<file path="src/rtl/leb_pkg.sv">
package leb_pkg;

  // Default buffer size in characters.
  localparam int CAPACITY_DEF = 64;

  // Field widths of the input and result transactions.
  localparam int ACTION_W = 3;
  localparam int CHAR_W   = 8;
  localparam int PEEK_W   = 6;
  localparam int POS_W    = 7;

  // Lowest character code that insert accepts.
  localparam logic [CHAR_W-1:0] FIRST_PRINTABLE = 8'd32;

  // Key action codes.
  typedef enum logic [ACTION_W-1:0] {
    ACT_INSERT    = 3'd0,
    ACT_BACKSPACE = 3'd1,
    ACT_DELETE    = 3'd2,
    ACT_LEFT      = 3'd3,
    ACT_RIGHT     = 3'd4,
    ACT_HOME      = 3'd5,
    ACT_END       = 3'd6,
    ACT_REDRAW    = 3'd7
  } action_t;

endpackage

</file>
<file path="src/rtl/line_edit_buffer.sv">
// The result strobe is high in the response state after the peek read. A cursor move, redraw
// or refused action goes to the peek read directly; an edit that moves characters first passes
// the shift and flush states, and an insert also writes the new character. Throughput: one
// transaction at a time; busy stays high until the result cycle ends, and the character memory
// (one write port, one registered read port) moves one character per cycle. A synchronous
// reset clears length and cursor; the character memory is not cleared.
module line_edit_buffer
  import leb_pkg::*;
#(
  parameter int CAPACITY = CAPACITY_DEF
) (
  input  logic                clk,
  input  logic                rst_n,
  input  logic                start,
  output logic                busy,
  input  logic [ACTION_W-1:0] in_action,
  input  logic [CHAR_W-1:0]   in_char_code,
  input  logic [PEEK_W-1:0]   in_peek_index,
  output logic                out_strobe,
  output logic                out_changed,
  output logic [POS_W-1:0]    out_text_len,
  output logic [POS_W-1:0]    out_cursor,
  output logic [CHAR_W-1:0]   out_peek_char
);

  localparam int AW = $clog2(CAPACITY);
  localparam int LW = $clog2(CAPACITY + 1);
  localparam int CW = (LW > PEEK_W) ? LW : PEEK_W;
  localparam logic [LW-1:0] CAP_L = LW'(CAPACITY);
  localparam logic [LW-1:0] ONE_L = LW'(1);
  localparam logic [AW-1:0] ONE_A = AW'(1);

  typedef enum logic [5:0] {
    ST_IDLE  = 6'b000001,
    ST_SHIFT = 6'b000010,
    ST_FLUSH = 6'b000100,
    ST_INS   = 6'b001000,
    ST_PEEK  = 6'b010000,
    ST_RESP  = 6'b100000
  } state_t;

  state_t            state_r, state_nxt;
  logic [LW-1:0]     len_r, len_nxt;
  logic [LW-1:0]     cur_r, cur_nxt;
  logic              changed_r, changed_nxt;
  logic [AW-1:0]     ptr_r, ptr_nxt;
  logic [AW-1:0]     end_r, end_nxt;
  logic [AW-1:0]     dst_r, dst_nxt;
  logic [AW-1:0]     ins_addr_r, ins_addr_nxt;
  logic              up_r, up_nxt;
  logic              ins_r, ins_nxt;
  logic              pend_r, pend_nxt;
  logic [CHAR_W-1:0] code_r;
  logic [PEEK_W-1:0] peek_r;

  logic [CHAR_W-1:0] mem [CAPACITY];
  logic [CHAR_W-1:0] rdata_r;
  logic              mem_we;
  logic [AW-1:0]     mem_waddr;
  logic [CHAR_W-1:0] mem_wdata;
  logic [AW-1:0]     mem_raddr;

  logic              accept;
  logic              peek_hit;

  assign accept = start && (state_r == ST_IDLE);

  // Sequencer: decides the edit at acceptance, then moves characters one per cycle.
  always_comb begin
    state_nxt    = state_r;
    len_nxt      = len_r;
    cur_nxt      = cur_r;
    changed_nxt  = changed_r;
    ptr_nxt      = ptr_r;
    end_nxt      = end_r;
    dst_nxt      = dst_r;
    ins_addr_nxt = ins_addr_r;
    up_nxt       = up_r;
    ins_nxt      = ins_r;
    pend_nxt     = pend_r;
    mem_we       = 1'b0;
    mem_waddr    = dst_r;
    mem_wdata    = rdata_r;
    mem_raddr    = ptr_r;
    case (state_r)
      ST_IDLE: begin
        if (start) begin
          changed_nxt = 1'b0;
          ins_nxt     = 1'b0;
          pend_nxt    = 1'b0;
          state_nxt   = ST_PEEK;
          case (action_t'(in_action))
            ACT_INSERT: begin
              if (in_char_code >= FIRST_PRINTABLE && len_r < CAP_L) begin
                changed_nxt  = 1'b1;
                len_nxt      = len_r + ONE_L;
                cur_nxt      = cur_r + ONE_L;
                ins_addr_nxt = AW'(cur_r);
                ins_nxt      = 1'b1;
                up_nxt       = 1'b1;
                if (len_r > cur_r) begin
                  ptr_nxt   = AW'(len_r - ONE_L);
                  end_nxt   = AW'(cur_r);
                  state_nxt = ST_SHIFT;
                end else begin
                  state_nxt = ST_INS;
                end
              end
            end
            ACT_BACKSPACE: begin
              if (len_r != '0 && cur_r != '0) begin
                changed_nxt = 1'b1;
                len_nxt     = len_r - ONE_L;
                cur_nxt     = cur_r - ONE_L;
                up_nxt      = 1'b0;
                if (cur_r < len_r) begin
                  ptr_nxt   = AW'(cur_r);
                  end_nxt   = AW'(len_r - ONE_L);
                  state_nxt = ST_SHIFT;
                end
              end
            end
            ACT_DELETE: begin
              if (len_r != '0 && cur_r != len_r) begin
                changed_nxt = 1'b1;
                len_nxt     = len_r - ONE_L;
                up_nxt      = 1'b0;
                if (cur_r + ONE_L < len_r) begin
                  ptr_nxt   = AW'(cur_r + ONE_L);
                  end_nxt   = AW'(len_r - ONE_L);
                  state_nxt = ST_SHIFT;
                end
              end
            end
            ACT_LEFT: begin
              if (cur_r != '0) begin
                changed_nxt = 1'b1;
                cur_nxt     = cur_r - ONE_L;
              end
            end
            ACT_RIGHT: begin
              if (cur_r != len_r) begin
                changed_nxt = 1'b1;
                cur_nxt     = cur_r + ONE_L;
              end
            end
            ACT_HOME: begin
              if (cur_r != '0) begin
                changed_nxt = 1'b1;
                cur_nxt     = '0;
              end
            end
            ACT_END: begin
              if (cur_r != len_r) begin
                changed_nxt = 1'b1;
                cur_nxt     = len_r;
              end
            end
            default: begin
              changed_nxt = 1'b1;
            end
          endcase
        end
      end
      ST_SHIFT: begin
        // Read the next source while the previous one is written to its new place.
        mem_raddr = ptr_r;
        mem_we    = pend_r;
        pend_nxt  = 1'b1;
        dst_nxt   = up_r ? ptr_r + ONE_A : ptr_r - ONE_A;
        if (ptr_r == end_r) begin
          state_nxt = ST_FLUSH;
        end else begin
          ptr_nxt = up_r ? ptr_r - ONE_A : ptr_r + ONE_A;
        end
      end
      ST_FLUSH: begin
        mem_we    = 1'b1;
        pend_nxt  = 1'b0;
        state_nxt = ins_r ? ST_INS : ST_PEEK;
      end
      ST_INS: begin
        mem_we    = 1'b1;
        mem_waddr = ins_addr_r;
        mem_wdata = code_r;
        state_nxt = ST_PEEK;
      end
      ST_PEEK: begin
        mem_raddr = AW'(peek_r);
        state_nxt = ST_RESP;
      end
      ST_RESP: begin
        state_nxt = ST_IDLE;
      end
      default: begin
        state_nxt = ST_IDLE;
      end
    endcase
  end

  // Control registers.
  always_ff @(posedge clk) begin
    if (!rst_n) begin
      state_r <= ST_IDLE;
      len_r   <= '0;
      cur_r   <= '0;
      pend_r  <= 1'b0;
    end else begin
      state_r <= state_nxt;
      len_r   <= len_nxt;
      cur_r   <= cur_nxt;
      pend_r  <= pend_nxt;
    end
  end

  // Working registers of the current transaction.
  always_ff @(posedge clk) begin
    changed_r  <= changed_nxt;
    ptr_r      <= ptr_nxt;
    end_r      <= end_nxt;
    dst_r      <= dst_nxt;
    ins_addr_r <= ins_addr_nxt;
    up_r       <= up_nxt;
    ins_r      <= ins_nxt;
    if (accept) begin
      code_r <= in_char_code;
      peek_r <= in_peek_index;
    end
  end

  // Character memory with one write port and a registered read port.
  always_ff @(posedge clk) begin
    if (mem_we) begin
      mem[mem_waddr] <= mem_wdata;
    end
    rdata_r <= mem[mem_raddr];
  end

  // Result transaction.
  assign peek_hit      = CW'(peek_r) < CW'(len_r);
  assign busy          = (state_r != ST_IDLE);
  assign out_strobe    = (state_r == ST_RESP);
  assign out_changed   = changed_r;
  assign out_text_len  = POS_W'(len_r);
  assign out_cursor    = POS_W'(cur_r);
  assign out_peek_char = peek_hit ? rdata_r : '0;

  // The block goes busy once a transaction is taken.
  assert property (@(posedge clk) disable iff (!rst_n) (start && !busy) |=> busy)
    else $error("busy did not rise after an accepted transaction");

  // A result strobe lasts a single cycle and is followed by idle.
  assert property (@(posedge clk) disable iff (!rst_n) out_strobe |=> (!out_strobe && !busy))
    else $error("result strobe longer than one cycle");

  // The cursor never passes the end of the text, and the text never exceeds the buffer.
  assert property (@(posedge clk) disable iff (!rst_n) (cur_r <= len_r) && (len_r <= CAP_L))
    else $error("cursor or length out of range");

  // The memory is written only while characters are being moved or inserted.
  assert property (@(posedge clk) disable iff (!rst_n)
    mem_we |-> (state_r == ST_SHIFT || state_r == ST_FLUSH || state_r == ST_INS))
    else $error("memory write outside an edit");

endmodule
</file>
<file path="config.mk">
export PLATFORM = sky130hd
export DESIGN_NAME = line_edit_buffer
export DESIGN_NICKNAME = d
export VERILOG_FILES = /design/src/rtl/leb_pkg.sv /design/src/rtl/line_edit_buffer.sv
export SDC_FILE = /design/constraint.sdc
export NUM_CORES = 1
export LEC_CHECK = 0
export ABC_AREA = 1
export BUFFER_PORTS_ARGS = -buffer_cell sky130_fd_sc_hd__buf_2
export CORE_MARGIN = 1
export CORE_UTILIZATION = 54
export DETAILED_ROUTE_END_ITERATION = 10
export PLACE_DENSITY_LB_ADDON = 0.1
export SYNTH_ARGS = -nofsm -noshare
export SYNTH_HDL_FRONTEND = slang
export SYNTH_SLANG_ARGS = --single-unit
</file>
<file path="constraint.sdc">
create_clock -name clk -period 11.6 [get_ports clk]
set_clock_uncertainty 0.15 [all_clocks]
set_input_delay 3.48 -clock clk [delete_from_list [all_inputs] [get_ports clk]]
set_output_delay 3.48 -clock clk [all_outputs]
set_load 0.05 [all_outputs]
</file>
==> results of run 1 <==
[final timing paths]
kind,startpoint,endpoint,cells past startpoint
max reg2reg,state_r[0]$_SDFFE_PN1P_,rdata_r[5]$_DFF_P_,11
min reg2reg,pend_r$_SDFFE_PN0P_,pend_r$_SDFFE_PN0P_,2
max,out_text_len[2]$_SDFFE_PN0P_,out_peek_char[4],10
min,pend_r$_SDFFE_PN0P_,pend_r$_SDFFE_PN0P_,2
[cell usage after synthesis (2+ instances only)]
master    number
nor3_2         3
inv_2         11
nor2_4         5
nand3b_1       8
buf_1          2
nand2_2        5
mux2i_1        2
o221ai_1       2
xor2_1        18
a31oi_1        3
nor3_1        12
buf_2         89
o21ai_2        6
o22ai_1        2
buf_6          6
nand3_1      483
edfxtp_1     553
o21ai_0       52
inv_1        485
nor2_1       109
o211ai_1       3
nand4_4        2
clkinv_1       4
or2_1          3
clkbuf_1      11
o21ai_1        5
nand3_2        8
dfxtp_1       29
nand4_1       13
a21oi_1       34
nand2_1      701
ha_1          26
a211oi_1       4
buf_4          6
nand2_4        2
xnor2_1        5
[routing by layer]
metal	vias to the layer above	wire [um]	track usage, %
met2	661	31800	43.4
met1	8928	29700	39.5
met5	-	0	0
met4	0	1940	8.34
met3	121	5060	4.49
li1	8980	-	-
[metrics by stage]
stage / power (mW) / std cells
6_report: 7.61 / 3450
5_1_grt: 8.00 / 3450
4_1_cts: 7.62 / 3450
3_5_place_dp: 5.73 / 3341
3_3_place_gp: 5.70 / 3341
2_1_floorplan: 4.76 / 2727
[cell type report]
cell class,count,area share (%)
clock inverters,38,1.27
repair buffers,64,1.25
well taps,664,2.81
clock buffers,71,5.22
flip-flops and latches,582,58.1
inverters,501,6.37
multi-input cells,1530,24.9
[power by group through the flow]
stage	clock network, mW	registers [mW]	logic (mW)
after floorplan	0	2.85	1.91
after global placement	0	2.79	2.91
after detailed placement	0	2.79	2.94
after CTS	1.92	2.75	2.95
after global routing	2.00	2.76	3.24
final	1.90	2.75	2.96
[critical path: cells and delay by family (launching register included)]
family | cells | cell delay [ps]
AO/OA/AOI/OAI | 4 | 350
adder cells (fa/ha/maj) | 1 | 370
buffers and inverters | 2 | 470
flip-flops | 1 | 450
AND/OR/NAND/NOR | 3 | 530
[state kept, by name (all words and copies together), names as in the netlist]
name	cells
end_r	6
pend_r	1
up_r	1
out_changed	1
dst_r	6
code_r	8
ins_r	1
out_text_len	7
ins_addr_r	6
state_r	6
mem	512
out_cursor	7
peek_r	6
rdata_r	8
ptr_r	6
[cell families after synthesis]
group	synth area share (%)
and+or+nand+nor	22.3
buffers and inverters	9.25
DFF	63.9
AOI/OAI and AO/OA	2.49
adders and majority gates	1.21
xor gates and xnor gates	0.749
muxes	0.0744
==> metrics.txt, run 1 <==
power share of the sequential group=36.1%; hpwl dp=41200 um; Peak supply drop=144 uV; Routed Antenna Nets=0; final setup fails=0; H-tree levels=2; RSZ-0062 raised after global routing=no; WL final=68400 um; layout cells sized above 1=7.36%; clock share of power=25.0%; final worst slack=5180 ps; Top FF cell, synth=edfxtp_1; total grt overflow=0; IO Pins=45; sw frac=40.8%; post-DR wirelength/cell=19.8 um; RD Place Congestion=0.869; period utilization=55.3%; Yosys reg bits=582; most common cell after layout, fill and taps aside=nand2_1; vias in the first global route=17500; clock root cell=clkbuf_16; drt pass-1 iters=5; Worst EP required=7970 ps; Gate power share=38.8%; pre-CTS setup slack=5230 ps; CP endpoint kind=output port; status=completed; total CTS buffers=59; final hold slack=310 ps; residual DRC count=0; P_leak=12.5 nW; Final Util=60.3%; area of the multi-input gates=0.00737 mm2; Syn. warnings=0; sequential fraction of the synthesis area=63.9%; CP Cell Sequence=inv_1 -> ha_1 -> o211ai_1 -> nand2_1 -> a21oi_1 -> o21bai_1 -> a21oi_1 -> nor2_1 -> nor2_1 -> buf_2; Vias/cell=5.42; CTS resizes=0; CP max-delay cell=dfxtp_1; Worst EP arrival=2790 ps; area leader, netlist=edfxtp_1; Synth async-reset ratio=0%; antenna cells=0; Psw=3.11 mW; setup TNS=0 ps; initial DRC count=1763; f_max=156 MHz; Int Pwr=4.50 mW; setup bufs post-CTS=0; leading cell types in the layout, fill and taps excluded=nand2_1 (701), edfxtp_1 (553), inv_1 (485); die width=225 um; initial antenna violation count=0; CP max FO=8; DIE HEIGHT=225 um; Row Count=81; dpl cell area=0.0276 mm2; worst rel slew slack=10.6%; PwrDens=258 mW/mm2; total track usage=27.6%; Yosys cell types=51; clk sinks=582; Post-synth EDFFs=553; synthesized area=0.0269 mm2; final hold vios=0; fin area=0.0296 mm2; MaxCap Viol Count=0; Syn Nets=2773; largest net degree at the start of global routing=168; Worst-Margin Slew=1330 ps; crit-path max cell delay=450 ps; Tmin final=6420 ps; Yosys top cell area share=61.7%; register area=0.0172 mm2; max-slew violation total from the final report=0; via count=18700; synth top area cells=edfxtp_1 (62%), nand2_1 (9.8%), nand3_1 (9.0%); post-synthesis area per instance=9.87 um2; cell count after synthesis=2727; Nets=2784; first-pass GRT wire length=105000 um; worst min path class=reg2reg; deepest clock path buffer count=3; Setup CP Type=reg2out; Die Footprint=0.0507 mm2; core area=0.0491 mm2; synth-to-layout area growth=9.86%; Worst-path clk slew=60 ps; initial core utilization=54.8%; CTS tree=done; cts hold-fix bufs=0; fillcell total=4147; clk_lat worst skew=630 ps; CP startpoint kind=register; R2R Setup Slk=7200 ps; Buffers on Ports=44
(Power assumes the default switching activity.)
==> run 2, diff against run 1 <==
==> constraint.sdc (replaced) <==
create_clock -name clk -period 5.6 [get_ports clk]
set_clock_uncertainty 0.15 [all_clocks]
set_input_delay 1.68 -clock clk [delete_from_list [all_inputs] [get_ports clk]]
set_output_delay 1.68 -clock clk [all_outputs]
set_load 0.05 [all_outputs]
==> run 2 against run 1 <==
  * Routed wire length is 1.2% higher
  * Largest power group unchanged
  * Clock-buffer cell count grew 8
  * Global-route usage is 0.40 points higher
  * Largest cell class unchanged
  * First-iteration DRC count up 3.8%
  * Worst hold slack better by 9.6 ps
  * Combinational power increased by 110%
  * Via count increased by 0.18%
  * Non-clock buffer count increased by 5
  * Die area unchanged
  * Sequential power rose by 110%
  * Sequential share of layout area about the same
==> metrics.txt, run 2 (synthesis results as in run 1) <==
f_max=214 MHz; Worst EP required=3770 ps (-4200 ps); CP endpoint kind=output port; clk_lat worst skew=630 ps (about the same); CP startpoint kind=register; total CTS buffers=60 (+1.7%); via count=18700 (+0.18%); Vias/cell=5.42 (about the same); Row Count=81 (unchanged); Hold Path Origin=pend_r$_SDFFE_PN0P_; Critical Path Source=out_text_len[2]$_SDFFE_PN0P_; Routed Antenna Nets=0 (unchanged); CP max FO=8 (unchanged); worst min path class=reg2reg; total track usage=28.0% (+0.40 points); MaxCap Viol Count=0 (unchanged); clk sinks=582 (unchanged); largest net degree at the start of global routing=134 (-20%); hpwl dp=43100 um (+4.6%); top flop regs=mem: 512 flops, code_r: 8 flops, rdata_r: 8 flops; R2R Setup Slk=1580 ps (-5620 ps); area of the multi-input gates=0.00738 mm2 (about the same); IO Pins=45 (unchanged); Worst EP arrival=2840 ps (+50 ps); initial core utilization=54.8% (unchanged); Nets=2790 (+0.22%); RD Place Congestion=0.952 (+9.6%); PwrDens=531 mW/mm2 (+110%); period utilization=83.4%; Peak supply drop=294 uV (+100%); WL final=69300 um (+1.2%); status=completed; H-tree levels=2 (unchanged); clock root cell=clkbuf_16; post-layout power=15.7 mW (+110%); drt pass-1 iters=6 (+1); deepest clock path buffer count=3 (unchanged); DIE HEIGHT=225 um (unchanged); Worst R2R Path Depth=8 (-3); first-pass GRT wire length=106000 um (+1.5%); Worst-Margin Slew=1320 ps (-15.9 ps); vias in the first global route=17900 (+2.6%); P_leak=12.5 nW (about the same); leading cell types in the layout, fill and taps excluded=nand2_1 (701), edfxtp_1 (553), inv_1 (485); setup bufs post-CTS=0 (unchanged); final setup fails=0 (unchanged); Buffers on Ports=44 (unchanged); most common cell after layout, fill and taps aside=nand2_1; final hold vios=0 (unchanged); RSZ-0062 raised after global routing=no; cts hold-fix bufs=0 (unchanged); residual DRC count=0 (unchanged); post-DR wirelength/cell=20.1 um (+1.1%); antenna cells=0 (unchanged); core area=0.0491 mm2 (unchanged); Die Footprint=0.0507 mm2 (unchanged); max FFs per register=512 (unchanged); Tmin final=4670 ps; register area=0.0172 mm2 (unchanged); CTS tree=done; die width=225 um (unchanged); setup TNS=0 ps (unchanged); CP endpoint=out_peek_char[4]; reg2reg start=state_r[0]$_SDFFE_PN1P_; Setup CP Type=reg2out; Top reg by flops=mem; Worst-path clk slew=60 ps (about the same); layout cells sized above 1=7.31% (-0.049 points); FF-to-FF End=mem[63][1]$_DFFE_PP_; fillcell total=4190 (+1.0%); max-slew violation total from the final report=0 (unchanged); total grt overflow=0 (unchanged); initial DRC count=1830 (+3.8%); worst rel slew slack=11.6% (+1.1 points); CTS resizes=0 (unchanged); initial antenna violation count=1 (+1); synth-to-layout area growth=9.91% (about the same)
[run 2: cell count changes in the layout (fill, tap and decap cells not counted), sizes merged]
cell | previous run | this run
clkinv | 31 | 29
buf | 64 | 69
clkinvlp | 2 | 1
inv | 499 | 497
bufinv | 7 | 4
clkbuf | 71 | 79
[run 2: how the worst min path moves through the flow]
stage,endpoint,slack [ps],depth (start not counted)
final,pend_r$_SDFFE_PN0P_,320,2
after global routing,pend_r$_SDFFE_PN0P_,360,2
after CTS,pend_r$_SDFFE_PN0P_,320,2
after detailed placement,pend_r$_SDFFE_PN0P_,320,2
after global placement,pend_r$_SDFFE_PN0P_,300,2
after floorplan,pend_r$_SDFFE_PN0P_,290,2
[run 2: cell type report]
cell class	instances	share of cell area (%)
clock buffer	79	5.42
clock inverter	30	0.838
inverter	501	6.36
multi-input combinational	1530	24.9
sequential	582	58.1
tap	664	2.81
timing repair buffer	69	1.51
[run 2: power by group]
| part | internal (mW) | switching [mW] | total [mW] |
|---|---|---|---|
| clock network | 2.18 | 1.63 | 3.81 |
| logic | 1.53 | 4.66 | 6.20 |
| registers | 5.55 | 0.163 | 5.71 |
| total | 9.26 | 6.45 | 15.7 |
[run 2: per-stage QoR]
stage          worst slack [ps]  hold WS [ps]  util (%)  instances  area, um2
2_1_floorplan              1190           289         -       2727      26900
3_3_place_gp               1140           304      56.5       3346      27700
3_5_place_dp                921           315      56.5       3346      27700
4_1_cts                     911           324      60.3       3455      29600
5_1_grt                     690           365      60.3       3455      29600
6_report                    928           319      60.3       3455      29600
[run 2: critical path, stage by stage, from the launching register on]
cell and delay, ps:
dfxtp_1 440, inv_1 200, ha_1 350, o211ai_1 90, nand2_1 130, a21oi_1 80
o21bai_1 140, a21oi_1 80, nor2_1 400, nor2_1 80, buf_2 230
[run 2: layer usage]
metal | up-vias | routed length, um | global-route usage, %
met3 | 130 | 5510 | 5.36
met4 | 2 | 2040 | 8.60
li1 | 8965 | - | -
met5 | - | 9 | 0
met2 | 661 | 31900 | 44.2
met1 | 8965 | 29800 | 39.4
==> run 3, diff against run 2 <==
==> constraint.sdc (replaced) <==
create_clock -name clk -period 4.3 [get_ports clk]
set_clock_uncertainty 0.15 [all_clocks]
set_input_delay 1.29 -clock clk [delete_from_list [all_inputs] [get_ports clk]]
set_output_delay 1.29 -clock clk [all_outputs]
set_load 0.05 [all_outputs]
==> run 3 against run 2 <==
  * Clock-buffer cell count fell by 1
  * Sequential power increased by 30%
  * Combinational power rose by 33%
  * Via count grew 1.8%
  * Sequential share of layout area is 1.2 points lower
  * Critical path type unchanged
==> metrics.txt, run 3 (synthesis results as in run 1) <==
total CTS buffers=60 (unchanged); MaxCap Viol Count=0 (unchanged); Worst-Margin Slew=1270 ps (-43.1 ps); Worst-path clk slew=60 ps (about the same); Tmin final=4080 ps; Hold Path Origin=pend_r$_SDFFE_PN0P_; DIE HEIGHT=225 um (unchanged); top flop regs=mem: 512 flops, code_r: 8 flops, rdata_r: 8 flops; Top reg by flops=mem; period utilization=94.8%; status=completed; CP max FO=8 (unchanged); Worst EP required=2860 ps (-910 ps); Critical Path Source=out_text_len[2]$_SDFFE_PN0P_; drt pass-1 iters=5 (-1); Nets=2824 (+1.2%); initial core utilization=54.8% (unchanged); die width=225 um (unchanged); H-tree levels=2 (unchanged); Row Count=81 (unchanged); residual DRC count=0 (unchanged); deepest clock path buffer count=3 (unchanged); Buffers on Ports=44 (unchanged); Peak supply drop=483 uV (+64%); first-pass GRT wire length=107000 um (+0.55%); reg2reg start=state_r[0]$_SDFFE_PN1P_; final setup fails=0 (unchanged); Die Footprint=0.0507 mm2 (unchanged); total track usage=28.3% (+0.29 points); via count=19100 (+1.8%); cts hold-fix bufs=0 (unchanged); max-slew violation total from the final report=0 (unchanged); max FFs per register=512 (unchanged); f_max=245 MHz; RSZ-0062 raised after global routing=no; clk_lat worst skew=630 ps (about the same); Post-Place Cells=3377 (+0.93%); worst min path class=reg2reg; hpwl dp=45100 um (+4.5%); layout cells sized above 1=9.19% (+1.9 points); antenna cells=0 (unchanged); CP startpoint kind=register; leading cell types in the layout, fill and taps excluded=nand2_1 (701), edfxtp_1 (553), inv_1 (484); Setup CP Type=reg2out; fillcell total=4035 (-3.7%); largest net degree at the start of global routing=129 (-3.7%); Routed Antenna Nets=0 (unchanged); initial antenna violation count=0 (-1); P_leak=12.8 nW (+2.7%); PwrDens=705 mW/mm2 (+33%); most common cell after layout, fill and taps aside=nand2_1; final hold vios=0 (unchanged); clk sinks=582 (unchanged); WL final=70600 um (+1.9%); Vias/cell=5.46 (+0.68%); Cell Count, Final, Fillers Out=3493 (+1.1%); post-DR wirelength/cell=20.2 um (+0.80%); worst rel slew slack=15.1% (+3.5 points); vias in the first global route=18300 (+2.2%); setup TNS=0 ps (unchanged); CTS tree=done; IO Pins=45 (unchanged); synth-to-layout area growth=12.2%; RD Place Congestion=0.942 (-1.0%); core area=0.0491 mm2 (unchanged); initial DRC count=2037 (+11%); Worst EP arrival=2640 ps (-200 ps); CP endpoint kind=output port; clock root cell=clkbuf_16; total grt overflow=0 (unchanged)
==> run 3: changes by cell type in the layout (fill, tap and decap cells not counted), moves of 6 or more <==
cell	before	now
bufinv_16	4	11
buf_4	22	52
clkbuf_1	16	10
clkinv_1	20	9
==> run 3: worst paths after layout <==
path	cells after the start	slack (ps)	to
max reg2reg	8	550	mem[57][4]$_DFFE_PP_
max	10	220	out_peek_char[4]
min reg2reg	2	310	pend_r$_SDFFE_PN0P_
min	2	310	pend_r$_SDFFE_PN0P_
==> run 3: worst max-delay path, cell delays in order (launching register included) <==
cell and delay [ps]:
dfxtp_1 460, inv_2 160, ha_1 340, a21oi_1 130, nand2_1 60, a21oi_1 140
o21bai_1 80, a21oi_1 160, nor2_2 100, nor2_1 100, buf_2 270
==> run 3: layout make-up <==
class,count,area (um2),area share [%]
tap,664,831,2.75
inverter,501,1890,6.25
sequential,582,17200,57.0
timing repair buffer,103,753,2.50
multi-input combinational,1530,7370,24.4
clock inverter,35,472,1.56
clock buffer,78,1670,5.54
==> run 3: metrics by stage <==
stage	setup WS (ps)	hold WS, ps	area, um2	utilization (%)	power [mW]
floorplan	-108	289	26900	-	12.8
global placement	692	302	28000	57.1	15.6
detailed placement	535	302	28000	57.1	15.6
CTS	73.9	311	30100	61.5	21.2
global route	48.8	332	30200	61.5	22.2
finish	225	312	30200	61.5	21.3
==> run 3: where the power goes <==
part           switching [mW]  internal [mW]  leakage [nW]  total, mW
registers               0.197           7.21          5.23       7.40
clock network            2.20           3.39          1.04       5.60
logic                    6.16           2.10          6.53       8.26
==> run 3: layer usage <==
layer / vias to the layer above / wire length [um] / GRT usage, %
met5: - / 0 / 0
met2: 795 / 32500 / 44.6
met3: 144 / 5730 / 5.31
li1: 9040 / - / -
met1: 9078 / 30200 / 39.6
met4: 0 / 2180 / 9.37
==> run 3: repair_timing <==
item,in CTS,in global routing
gates resized for setup,0,4
setup endpoints to repair,0,8
buffers inserted,0,3
hold endpoints to repair,0,0
